==> src/hw/rtl/jpcs_pkg.sv <==
// Shared types, constants and helpers for the jack pair continuity scanner.
`default_nettype none

package jpcs_pkg;

    localparam int NUM_JACKS  = 26;
    localparam int PIN_BITS   = 26;
    localparam int JACK_LIMIT = (NUM_JACKS < PIN_BITS) ? NUM_JACKS : PIN_BITS;
    localparam int JACK_W     = 5;
    localparam int CNT_W      = 4;
    localparam int SETTLE_W   = 16;
    localparam int PAIR_CAP   = 13;
    localparam int CFG_IDX_W  = 2;
    localparam int CFG_DATA_W = 16;

    localparam logic [CFG_IDX_W-1:0] CFG_ACTIVE_JACKS = 2'd0;
    localparam logic [CFG_IDX_W-1:0] CFG_MAX_PAIRS    = 2'd1;
    localparam logic [CFG_IDX_W-1:0] CFG_SETTLE_TICKS = 2'd2;

    localparam logic [JACK_W-1:0]   ACTIVE_RESET = 5'd26;
    localparam logic [CNT_W-1:0]    MAX_RESET    = 4'd13;
    localparam logic [SETTLE_W-1:0] SETTLE_RESET = 16'd1000;

    localparam logic [1:0] PH_IDLE    = 2'd0;
    localparam logic [1:0] PH_DRIVE   = 2'd1;
    localparam logic [1:0] PH_RELEASE = 2'd2;

    typedef struct packed {
        logic load_in;
        logic step;
        logic emit_pair;
        logic emit_status;
    } cmd_t;

    typedef struct packed {
        logic pair_pending;
        logic out_free;
    } stat_t;

    // Index of the lowest set bit; zero when none is set.
    function automatic logic [JACK_W-1:0] lowest_set(input logic [PIN_BITS-1:0] v);
        logic [JACK_W-1:0] idx;
        idx = '0;
        for (int k = PIN_BITS - 1; k >= 0; k--)
        begin
            if (v[k])
            begin
                idx = JACK_W'(k);
            end
        end
        return idx;
    endfunction

endpackage

`default_nettype wire

==> src/hw/rtl/jpcs_ctrl.sv <==
// Controller state machine: sequences input capture, state update and result emission.
`default_nettype none

module jpcs_ctrl (
    input  wire logic           clk,
    input  wire logic           rst_n,
    input  wire logic           in_valid,
    output logic                in_ready,
    input  wire jpcs_pkg::stat_t stat,
    output jpcs_pkg::cmd_t      cmd
);

    localparam logic [1:0] C_IDLE = 2'd0;
    localparam logic [1:0] C_STEP = 2'd1;
    localparam logic [1:0] C_EMIT = 2'd2;

    logic [1:0] state_reg;
    logic [1:0] state_next;

    assign in_ready = (state_reg == C_IDLE);

    always_comb
    begin
        state_next = state_reg;
        cmd        = '0;
        unique case (state_reg)
            C_IDLE:
            begin
                if (in_valid)
                begin
                    cmd.load_in = 1'b1;
                    state_next  = C_STEP;
                end
            end
            C_STEP:
            begin
                cmd.step   = 1'b1;
                state_next = C_EMIT;
            end
            C_EMIT:
            begin
                if (stat.out_free)
                begin
                    if (stat.pair_pending)
                    begin
                        cmd.emit_pair = 1'b1;
                    end
                    else
                    begin
                        cmd.emit_status = 1'b1;
                        state_next      = C_IDLE;
                    end
                end
            end
            default:
            begin
                state_next = C_IDLE;
            end
        endcase
    end

    always_ff @(posedge clk or negedge rst_n)
    begin
        if (!rst_n)
        begin
            state_reg <= C_IDLE;
        end
        else
        begin
            state_reg <= state_next;
        end
    end

endmodule

`default_nettype wire

==> src/hw/rtl/jpcs_datapath.sv <==
// Datapath: configuration, scan state, pair candidate mask and the result register.
`default_nettype none

module jpcs_datapath (
    input  wire logic                                clk,
    input  wire logic                                rst_n,
    input  wire jpcs_pkg::cmd_t                      cmd,
    output jpcs_pkg::stat_t                          stat,
    input  wire logic                                start_scan,
    input  wire logic [jpcs_pkg::PIN_BITS-1:0]       pin_levels,
    input  wire logic                                cfg_we,
    input  wire logic [jpcs_pkg::CFG_IDX_W-1:0]      cfg_index,
    input  wire logic [jpcs_pkg::CFG_DATA_W-1:0]     cfg_data,
    output logic                                     out_valid,
    input  wire logic                                out_ready,
    output logic                                     drive_enable,
    output logic [jpcs_pkg::JACK_W-1:0]              drive_jack,
    output logic                                     pair_valid,
    output logic [jpcs_pkg::JACK_W-1:0]              pair_first,
    output logic [jpcs_pkg::JACK_W-1:0]              pair_second,
    output logic [jpcs_pkg::CNT_W-1:0]               pair_total,
    output logic                                     scan_done,
    output logic                                     any_pair,
    output logic                                     busy_res,
    output logic                                     last
);

    localparam int JW = jpcs_pkg::JACK_W;
    localparam int PB = jpcs_pkg::PIN_BITS;
    localparam int CW = jpcs_pkg::CNT_W;
    localparam int SW = jpcs_pkg::SETTLE_W;

    // Configuration
    logic [JW-1:0] active_reg;
    logic [CW-1:0] max_reg;
    logic [SW-1:0] settle_cfg_reg;

    // Scan state
    logic [1:0]    phase_reg,   phase_next;
    logic [PB-1:0] present_reg, present_next;
    logic [JW-1:0] driver_reg,  driver_next;
    logic [SW-1:0] settle_reg,  settle_next;
    logic [CW-1:0] pairs_reg,   pairs_next;
    logic [PB-1:0] cand_reg,    cand_next;
    logic          done_reg,    done_next;

    // Captured input item
    logic          start_reg;
    logic [PB-1:0] pins_reg;

    logic          out_valid_reg, out_valid_next;

    // Result register
    logic          drive_enable_reg;
    logic [JW-1:0] drive_jack_reg;
    logic          pair_valid_reg;
    logic [JW-1:0] pair_first_reg;
    logic [JW-1:0] pair_second_reg;
    logic [CW-1:0] pair_total_reg;
    logic          scan_done_reg;
    logic          any_pair_reg;
    logic          busy_res_reg;
    logic          last_reg;

    // Effective configuration values
    logic [JW-1:0] eff_jacks;
    logic [CW-1:0] eff_max;
    logic [SW-1:0] eff_settle;
    logic [PB-1:0] jack_mask;

    logic [PB-1:0] present_src;
    logic [CW-1:0] pairs_src;
    logic [JW:0]   search_from;
    logic [PB-1:0] elig;
    logic          drv_found;
    logic [JW-1:0] drv_idx;
    logic [PB-1:0] cand_comb;
    logic [PB-1:0] cand_clear;

    always_comb
    begin
        eff_jacks = (active_reg > JW'(jpcs_pkg::JACK_LIMIT)) ?
                    JW'(jpcs_pkg::JACK_LIMIT) : active_reg;
        eff_max   = (max_reg > CW'(jpcs_pkg::PAIR_CAP)) ? CW'(jpcs_pkg::PAIR_CAP) : max_reg;
        eff_settle = (settle_cfg_reg == '0) ? SW'(1) : settle_cfg_reg;
        for (int k = 0; k < PB; k++)
        begin
            jack_mask[k] = ((JW+1)'(k) < {1'b0, eff_jacks});
        end
    end

    // A start tick searches the freshly latched mask from jack zero with no pairs yet.
    always_comb
    begin
        present_src = (phase_reg == jpcs_pkg::PH_IDLE) ? (pins_reg & jack_mask) : present_reg;
        pairs_src   = (phase_reg == jpcs_pkg::PH_IDLE) ? '0 : pairs_reg;
        search_from = (phase_reg == jpcs_pkg::PH_IDLE) ? '0 : ({1'b0, driver_reg} + (JW+1)'(1));
        for (int k = 0; k < PB; k++)
        begin
            elig[k] = present_src[k] && ((JW+1)'(k) >= search_from) &&
                      ((JW+1)'(k + 1) < {1'b0, eff_jacks});
            cand_comb[k] = present_reg[k] && !pins_reg[k] &&
                           ((JW+1)'(k) > {1'b0, driver_reg}) &&
                           ((JW+1)'(k) < {1'b0, eff_jacks});
        end
        drv_found  = (elig != '0) && (pairs_src < eff_max);
        drv_idx    = jpcs_pkg::lowest_set(elig);
        cand_clear = cand_reg & (cand_reg - PB'(1));
    end

    always_comb
    begin
        phase_next   = phase_reg;
        present_next = present_reg;
        driver_next  = driver_reg;
        settle_next  = settle_reg;
        pairs_next   = pairs_reg;
        cand_next    = cand_reg;
        done_next    = done_reg;
        if (cmd.step)
        begin
            done_next = 1'b0;
            cand_next = '0;
            priority if (phase_reg == jpcs_pkg::PH_IDLE)
            begin
                if (start_reg)
                begin
                    present_next = pins_reg & jack_mask;
                    pairs_next   = '0;
                    if (drv_found)
                    begin
                        phase_next  = jpcs_pkg::PH_DRIVE;
                        driver_next = drv_idx;
                        settle_next = eff_settle;
                    end
                    else
                    begin
                        driver_next = '0;
                        settle_next = '0;
                        done_next   = 1'b1;
                    end
                end
            end
            else if (settle_reg > SW'(1))
            begin
                settle_next = settle_reg - SW'(1);
            end
            else if (phase_reg == jpcs_pkg::PH_DRIVE)
            begin
                cand_next   = cand_comb;
                phase_next  = jpcs_pkg::PH_RELEASE;
                settle_next = eff_settle;
            end
            else
            begin
                if (drv_found)
                begin
                    phase_next  = jpcs_pkg::PH_DRIVE;
                    driver_next = drv_idx;
                    settle_next = eff_settle;
                end
                else
                begin
                    phase_next  = jpcs_pkg::PH_IDLE;
                    driver_next = '0;
                    settle_next = '0;
                    done_next   = 1'b1;
                end
            end
        end
        else if (cmd.emit_pair)
        begin
            cand_next  = cand_clear;
            pairs_next = pairs_reg + CW'(1);
        end
    end

    always_ff @(posedge clk or negedge rst_n)
    begin
        if (!rst_n)
        begin
            active_reg     <= jpcs_pkg::ACTIVE_RESET;
            max_reg        <= jpcs_pkg::MAX_RESET;
            settle_cfg_reg <= jpcs_pkg::SETTLE_RESET;
            phase_reg      <= jpcs_pkg::PH_IDLE;
            present_reg    <= '0;
            driver_reg     <= '0;
            settle_reg     <= '0;
            pairs_reg      <= '0;
            cand_reg       <= '0;
            done_reg       <= 1'b0;
            out_valid_reg  <= 1'b0;
        end
        else
        begin
            if (cfg_we)
            begin
                unique case (cfg_index)
                    jpcs_pkg::CFG_ACTIVE_JACKS: active_reg     <= cfg_data[JW-1:0];
                    jpcs_pkg::CFG_MAX_PAIRS:    max_reg        <= cfg_data[CW-1:0];
                    jpcs_pkg::CFG_SETTLE_TICKS: settle_cfg_reg <= cfg_data[SW-1:0];
                    default:                    ;
                endcase
            end
            phase_reg     <= phase_next;
            present_reg   <= present_next;
            driver_reg    <= driver_next;
            settle_reg    <= settle_next;
            pairs_reg     <= pairs_next;
            cand_reg      <= cand_next;
            done_reg      <= done_next;
            out_valid_reg <= out_valid_next;
        end
    end

    always_comb
    begin
        out_valid_next = out_valid_reg;
        if (cmd.emit_pair || cmd.emit_status)
        begin
            out_valid_next = 1'b1;
        end
        else if (out_ready)
        begin
            out_valid_next = 1'b0;
        end
    end

    always_ff @(posedge clk)
    begin
        if (cmd.load_in)
        begin
            start_reg <= start_scan;
            pins_reg  <= pin_levels;
        end
        if (cmd.emit_pair || cmd.emit_status)
        begin
            drive_enable_reg <= (phase_reg == jpcs_pkg::PH_DRIVE);
            drive_jack_reg   <= (phase_reg == jpcs_pkg::PH_DRIVE) ? driver_reg : '0;
            busy_res_reg     <= (phase_reg != jpcs_pkg::PH_IDLE);
            pair_valid_reg   <= cmd.emit_pair;
            pair_first_reg   <= cmd.emit_pair ? driver_reg : '0;
            pair_second_reg  <= cmd.emit_pair ? jpcs_pkg::lowest_set(cand_reg) : '0;
            pair_total_reg   <= cmd.emit_pair ? (pairs_reg + CW'(1)) : pairs_reg;
            scan_done_reg    <= cmd.emit_status && done_reg;
            any_pair_reg     <= cmd.emit_status && done_reg && (pairs_reg != '0);
            last_reg         <= cmd.emit_status;
        end
    end

    assign out_valid         = out_valid_reg;
    assign drive_enable      = drive_enable_reg;
    assign drive_jack        = drive_jack_reg;
    assign pair_valid        = pair_valid_reg;
    assign pair_first        = pair_first_reg;
    assign pair_second       = pair_second_reg;
    assign pair_total        = pair_total_reg;
    assign scan_done         = scan_done_reg;
    assign any_pair          = any_pair_reg;
    assign busy_res          = busy_res_reg;
    assign last              = last_reg;
    assign stat.out_free     = !out_valid_reg || out_ready;
    assign stat.pair_pending = (cand_reg != '0) && (pairs_reg < eff_max);

endmodule

`default_nettype wire

==> src/hw/rtl/jack_pair_continuity_scanner_top.sv <==
// Top level of the jack pair continuity scanner: controller plus datapath.
//
//   Channel   Handshake               Payload
//   input     in_valid / in_ready     start_scan, pin_levels
//   result    out_valid / out_ready   drive_enable .. last (ten fields)
//   config    cfg_we                  cfg_index, cfg_data
//
// Each input item is accepted, then the scan state is updated, then its results
// leave the single output register in turn: P pair results, where P is the
// number of pairs it reports (0 to 13), followed by one status result.
// A stalled output holds the emitter; no new item is accepted until the status
// result of the current one is loaded. Reset clears all control and scan state.
`default_nettype none

module jack_pair_continuity_scanner_top (
    input  wire logic                                clk,
    input  wire logic                                rst_n,
    input  wire logic                                in_valid,
    output logic                                     in_ready,
    input  wire logic                                start_scan,
    input  wire logic [jpcs_pkg::PIN_BITS-1:0]       pin_levels,
    output logic                                     out_valid,
    input  wire logic                                out_ready,
    output logic                                     drive_enable,
    output logic [jpcs_pkg::JACK_W-1:0]              drive_jack,
    output logic                                     pair_valid,
    output logic [jpcs_pkg::JACK_W-1:0]              pair_first,
    output logic [jpcs_pkg::JACK_W-1:0]              pair_second,
    output logic [jpcs_pkg::CNT_W-1:0]               pair_total,
    output logic                                     scan_done,
    output logic                                     any_pair,
    output logic                                     busy_res,
    output logic                                     last,
    input  wire logic                                cfg_we,
    input  wire logic [jpcs_pkg::CFG_IDX_W-1:0]      cfg_index,
    input  wire logic [jpcs_pkg::CFG_DATA_W-1:0]     cfg_data
);

    jpcs_pkg::cmd_t  cmd;
    jpcs_pkg::stat_t stat;

    jpcs_ctrl u_ctrl (
        .clk      (clk),
        .rst_n    (rst_n),
        .in_valid (in_valid),
        .in_ready (in_ready),
        .stat     (stat),
        .cmd      (cmd)
    );

    jpcs_datapath u_dp (
        .clk          (clk),
        .rst_n        (rst_n),
        .cmd          (cmd),
        .stat         (stat),
        .start_scan   (start_scan),
        .pin_levels   (pin_levels),
        .cfg_we       (cfg_we),
        .cfg_index    (cfg_index),
        .cfg_data     (cfg_data),
        .out_valid    (out_valid),
        .out_ready    (out_ready),
        .drive_enable (drive_enable),
        .drive_jack   (drive_jack),
        .pair_valid   (pair_valid),
        .pair_first   (pair_first),
        .pair_second  (pair_second),
        .pair_total   (pair_total),
        .scan_done    (scan_done),
        .any_pair     (any_pair),
        .busy_res     (busy_res),
        .last         (last)
    );

endmodule

`default_nettype wire

==> config.mk <==
export PLATFORM = sky130hd
export DESIGN_NAME = jack_pair_continuity_scanner_top
export DESIGN_NICKNAME = d
export VERILOG_FILES = /design/src/hw/rtl/jpcs_pkg.sv /design/src/hw/rtl/jpcs_ctrl.sv /design/src/hw/rtl/jpcs_datapath.sv /design/src/hw/rtl/jack_pair_continuity_scanner_top.sv
export SDC_FILE = /design/constraint.sdc
export NUM_CORES = 1
export LEC_CHECK = 0
export BUFFER_PORTS_ARGS = -buffer_cell sky130_fd_sc_hd__buf_2
export CAP_MARGIN = 20
export CORE_ASPECT_RATIO = 1.25
export CORE_MARGIN = 1
export CORE_UTILIZATION = 50
export DETAILED_ROUTE_END_ITERATION = 12
export PLACE_DENSITY = 0.75
export REMOVE_ABC_BUFFERS = 1
export SETUP_SLACK_MARGIN = 0.05
export SLEW_MARGIN = 20
export SYNTH_ARGS = -nofsm -noshare
export SYNTH_HDL_FRONTEND = slang
export SYNTH_SLANG_ARGS = --single-unit
export TNS_END_PERCENT = 1
==> constraint.sdc <==
create_clock -name clk -period 3.3 [get_ports clk]
set_clock_uncertainty 0.2 [all_clocks]
set_input_delay 0.165 -clock clk [delete_from_list [all_inputs] [get_ports clk]]
set_output_delay 0.165 -clock clk [all_outputs]
set_load 0.1 [all_outputs]
==> results.txt <==
Yosys mapped the design onto 93 distinct sky130hd cell types. The clock passes through at most 2 buffers. The flip-flop and latch area is 4260 um^2. The final route contains ~8.8k vias. The run finished with clean final reports. Of all nets on the critical path, the largest fanout is 6. In the layout the commonest cells are sky130_fd_sc_hd__buf_4 (122), sky130_fd_sc_hd__nand2_1 (111), sky130_fd_sc_hd__dfrtp_1 (93). The overall power of the completed layout is about 0.010 W. The area of combinational cells with multiple inputs came out at 4690 um^2. The maximum number of pins on one net before global-route repair came out at 64.

Of the cells placed in the final design, the portion with a size suffix greater than 1 is 26.6%. The worst supply voltage drop on vdd is 379 uV. The final hold violation count came to 0.

The total routing resource utilization after global routing came out at 32.6%. The dominant synthesized flop cell is sky130_fd_sc_hd__dfrtp_1. Setup repair after global routing could not meet its margin everywhere. The effective utilization at floorplan came out at 51.2%. The number of cells on the worst reg-to-reg path is 11. The power per standard cell area came out at between 800 and 900 nW/um^2.

The critical path in this run is classified as reg2reg. The setup slack after placement is -45.6 ps. The global-route wire length before repair is between 40 and 50 mm.

Routability-driven placement finished with a final weighted congestion of 0.999. The area after detailed placement is 10600 um^2. The final setup slack of the worst path came out at a little under 70 ps.

The launch point of the worst reg-to-reg path is u_dp.driver_reg[1]$_DFFE_PN0P_. Based on the critical path, the design can be clocked at up to just over 300 MHz. The number of nets in the final layout is about 1.2k. The die footprint is 19100 um^2. For this run, the register share of the synthesized area comes to a little under half. The die height came out at ~150 um. The total global routing overflow came out at 0.

Dividing the detail-routed wire length by the instance count gives 21.1 um. The synthesized netlist devotes roughly a fifth of its cell area to simple gates. In this run the static leakage power is 4.94 nW. The H-tree generated during clock tree synthesis spans 4 levels.

The number of top-level pins is 77. Synthesis handed over a netlist of between 900 and 1k instances. The post-synth design cell area is 9300 um^2.

The count of standard-cell rows came out at 55. The number of synthesized flops with an enable pin came out at 52. The end point of the worst hold path is u_dp.active_reg[3]$_DFFE_PN1P_. The worst max-slew margin expressed relative to the limit is a little over two fifths. The tree is rooted in a sky130_fd_sc_hd__clkbuf_16. The data arrival at the endpoint of the critical path is 3410 ps. After Yosys synthesis, full adders, half adders and majority gates account for under 10% of the synthesized area.

Of the post-synthesis cell area, the part taken by muxes is just under 4%. The total CTS buffers is 17. The category of the worst setup path capture point is a register.

During placement, the flow inserted port buffers numbering 76. The number of nets with antenna violations after routing is 0. The count of warnings emitted by yosys is 0. The area of all placed cells without fillers came out at approximately 12000 um^2. The number of cells on the worst hold path is 3.

The area of the placeable core came out at 18200 um^2. TritonCTS built the clock tree. The post-detailed-placement half-perimeter wirelength is 22.3 mm. The average instance in the mapped netlist occupies between 9 and 10 um^2. The violation count after the first detailed-routing iteration is between 1k and 1.5k. The worst register-to-register path has a setup slack of between 60 and 70 ps.

The final setup TNS is 0 ps. The initial antenna violation count came out at 0. The length of the first detailed-routing pass in iterations is 6. The clock latency on the worst-skew pair is 440 ps.

After the flow finishes, the layout carries non-filler instances totaling ~1.4k. The number of global-route vias before repair came out at slightly below 9k. In this run the most critical hold path is launched from cfg_index[1]. The horizontal extent of the die came out at about 120 um. The slew of the pin with the lowest slew margin is a little under 900 ps. Leaving out fill and tap cells, the most frequent cell in the layout is sky130_fd_sc_hd__buf_4. The total setup violations reported at the end of the flow is 0.

The instance count after placement with tap cells included came out at between 1k and 1.5k. By area, the combinational part of the netlist is dominated by compound AO/OA/AOI/OAI gates. In this run the worst hold path is classified as in2reg. The worst path uses 97.9% of the clock period. The startpoint kind of the worst setup timing path is a register. The number of storage elements in the synthesis netlist came out at between 150 and 200. The required time at the endpoint of the critical path is 3480 ps.

The remaining design rule violation count is 0. The endpoint identified for the worst register-to-register timing path is u_dp.driver_reg[1]$_DFFE_PN0P_. After clock tree synthesis, the clock-pin slew on the worst setup and hold paths is 70 ps. The diode insertion count for antenna repair is 0. The total of fill cells in the finished design came out at approximately 1.5k. The XOR/XNOR share of the synthesized area is less than 1%. From synthesis to final layout, the design area changed by 26.5%.

The final-report max-slew violation count is 0. The routed design could run at a clock period as short as 3230 ps. The final layout contains routed wiring with a total length of 29.9 mm. The synthesized-area fraction occupied by ao, oa, aoi and oai cells is ~23%. The fraction of registers with async set or reset after synthesis came out at about two thirds.

The max-capacitance violation count came out at 0. The post-detailed-route via-to-cell ratio is around 6.2. The sink count of the clock tree is 159.
## Yosys cell counts, types with 15 or more instances
library cell	count	area (um^2)
sky130_fd_sc_hd__mux2_2	27	304
sky130_fd_sc_hd__nor3_1	19	95.1
sky130_fd_sc_hd__edfxtp_1	52	1560
sky130_fd_sc_hd__buf_2	16	80.1
sky130_fd_sc_hd__nor4_1	17	106
sky130_fd_sc_hd__o21a_1	15	113
sky130_fd_sc_hd__a21oi_1	51	255
sky130_fd_sc_hd__nand3_1	25	125
sky130_fd_sc_hd__o21ai_0	77	385
sky130_fd_sc_hd__dfrtp_1	95	2380
sky130_fd_sc_hd__clkbuf_1	25	93.8
sky130_fd_sc_hd__nand2_1	111	417
sky130_fd_sc_hd__nor2_1	68	255
sky130_fd_sc_hd__inv_1	32	120
## where the power goes
part / switching, W / total [W] / internal (W)
Sequential: 0.000559 / 0.00319 / 0.00263
Combinational: 0.00329 / 0.00530 / 0.00201
Clock: 0.000850 / 0.00197 / 0.00112
## layer usage
metal / GRT usage, % / routed length, um / vias to the layer above
li1: - / - / 4028
met1: 41.5 / 11600 / 4209
met2: 52.0 / 14400 / 478
met3: 5.57 / 2300 / 114
met4: 18.5 / 1550 / 0
met5: 0 / 0 / -
## critical path, stage by stage (launching register included)
cell	delay, ps
sky130_fd_sc_hd__dfrtp_1	430
sky130_fd_sc_hd__ha_2	230
sky130_fd_sc_hd__a31oi_1	380
sky130_fd_sc_hd__a211oi_4	120
sky130_fd_sc_hd__or2_1	260
sky130_fd_sc_hd__or4_4	550
sky130_fd_sc_hd__nand4b_4	130
sky130_fd_sc_hd__o31ai_4	100
sky130_fd_sc_hd__buf_4	150
sky130_fd_sc_hd__nor4b_1	340
sky130_fd_sc_hd__buf_4	170
sky130_fd_sc_hd__a22o_1	110
## cell type report
| type | instances | share of cell area, % |
|---|---|---|
| Multi-Input combinational cell | 713 | 39.9 |
| Sequential cell | 159 | 36.2 |
| Timing Repair Buffer | 247 | 15.5 |
| Clock buffer | 23 | 4.08 |
| Tap cell | 228 | 2.43 |
| Inverter | 34 | 1.09 |
| Clock inverter | 9 | 0.830 |
## logic make-up after synthesis
family,Yosys count
buf+inv,90
simple gates,352
flops,159
compound gates,307
xor+xnor,8
mux,33
fa+ha+maj,13
## through the flow
step	hold slack (ps)	utilization (%)
CTS	1.24	64.3
detailed placement	134	58.4
floorplan	-331	-
global route	22.8	64.7
global placement	120	58.4
finish	1.60	64.7
## worst max path at each step
| stage | start | to | slack (ps) | cells past startpoint |
|---|---|---|---|---|
| detailed placement | u_dp.driver_reg[1]$_DFFE_PN0P_ | u_dp.settle_reg[14]$_DFFE_PN0P_ | -50 | 10 |
| global route | u_dp.driver_reg[1]$_DFFE_PN0P_ | u_dp.driver_reg[1]$_DFFE_PN0P_ | -40 | 12 |
| floorplan | u_dp.out_valid$_DFFE_PN0P_ | u_dp.cand_reg[6]$_DFFE_PN0P_ | -770 | 6 |
| CTS | u_dp.driver_reg[1]$_DFFE_PN0P_ | u_dp.settle_reg[14]$_DFFE_PN0P_ | 20 | 10 |
| finish | u_dp.driver_reg[1]$_DFFE_PN0P_ | u_dp.driver_reg[1]$_DFFE_PN0P_ | 70 | 11 |
| global placement | u_dp.driver_reg[1]$_DFFE_PN0P_ | u_dp.settle_reg[14]$_DFFE_PN0P_ | 10 | 10 |
## repair_timing
item                                   in CTS  in global routing
setup endpoints to repair                  16                 36
pin swaps                                   1                  4
hold buffers                               46                  0
endpoints found under the hold margin     110                  0
setup buffers                               2                  0
gates resized for setup                     5                 17
(Power assumes the default switching activity.)
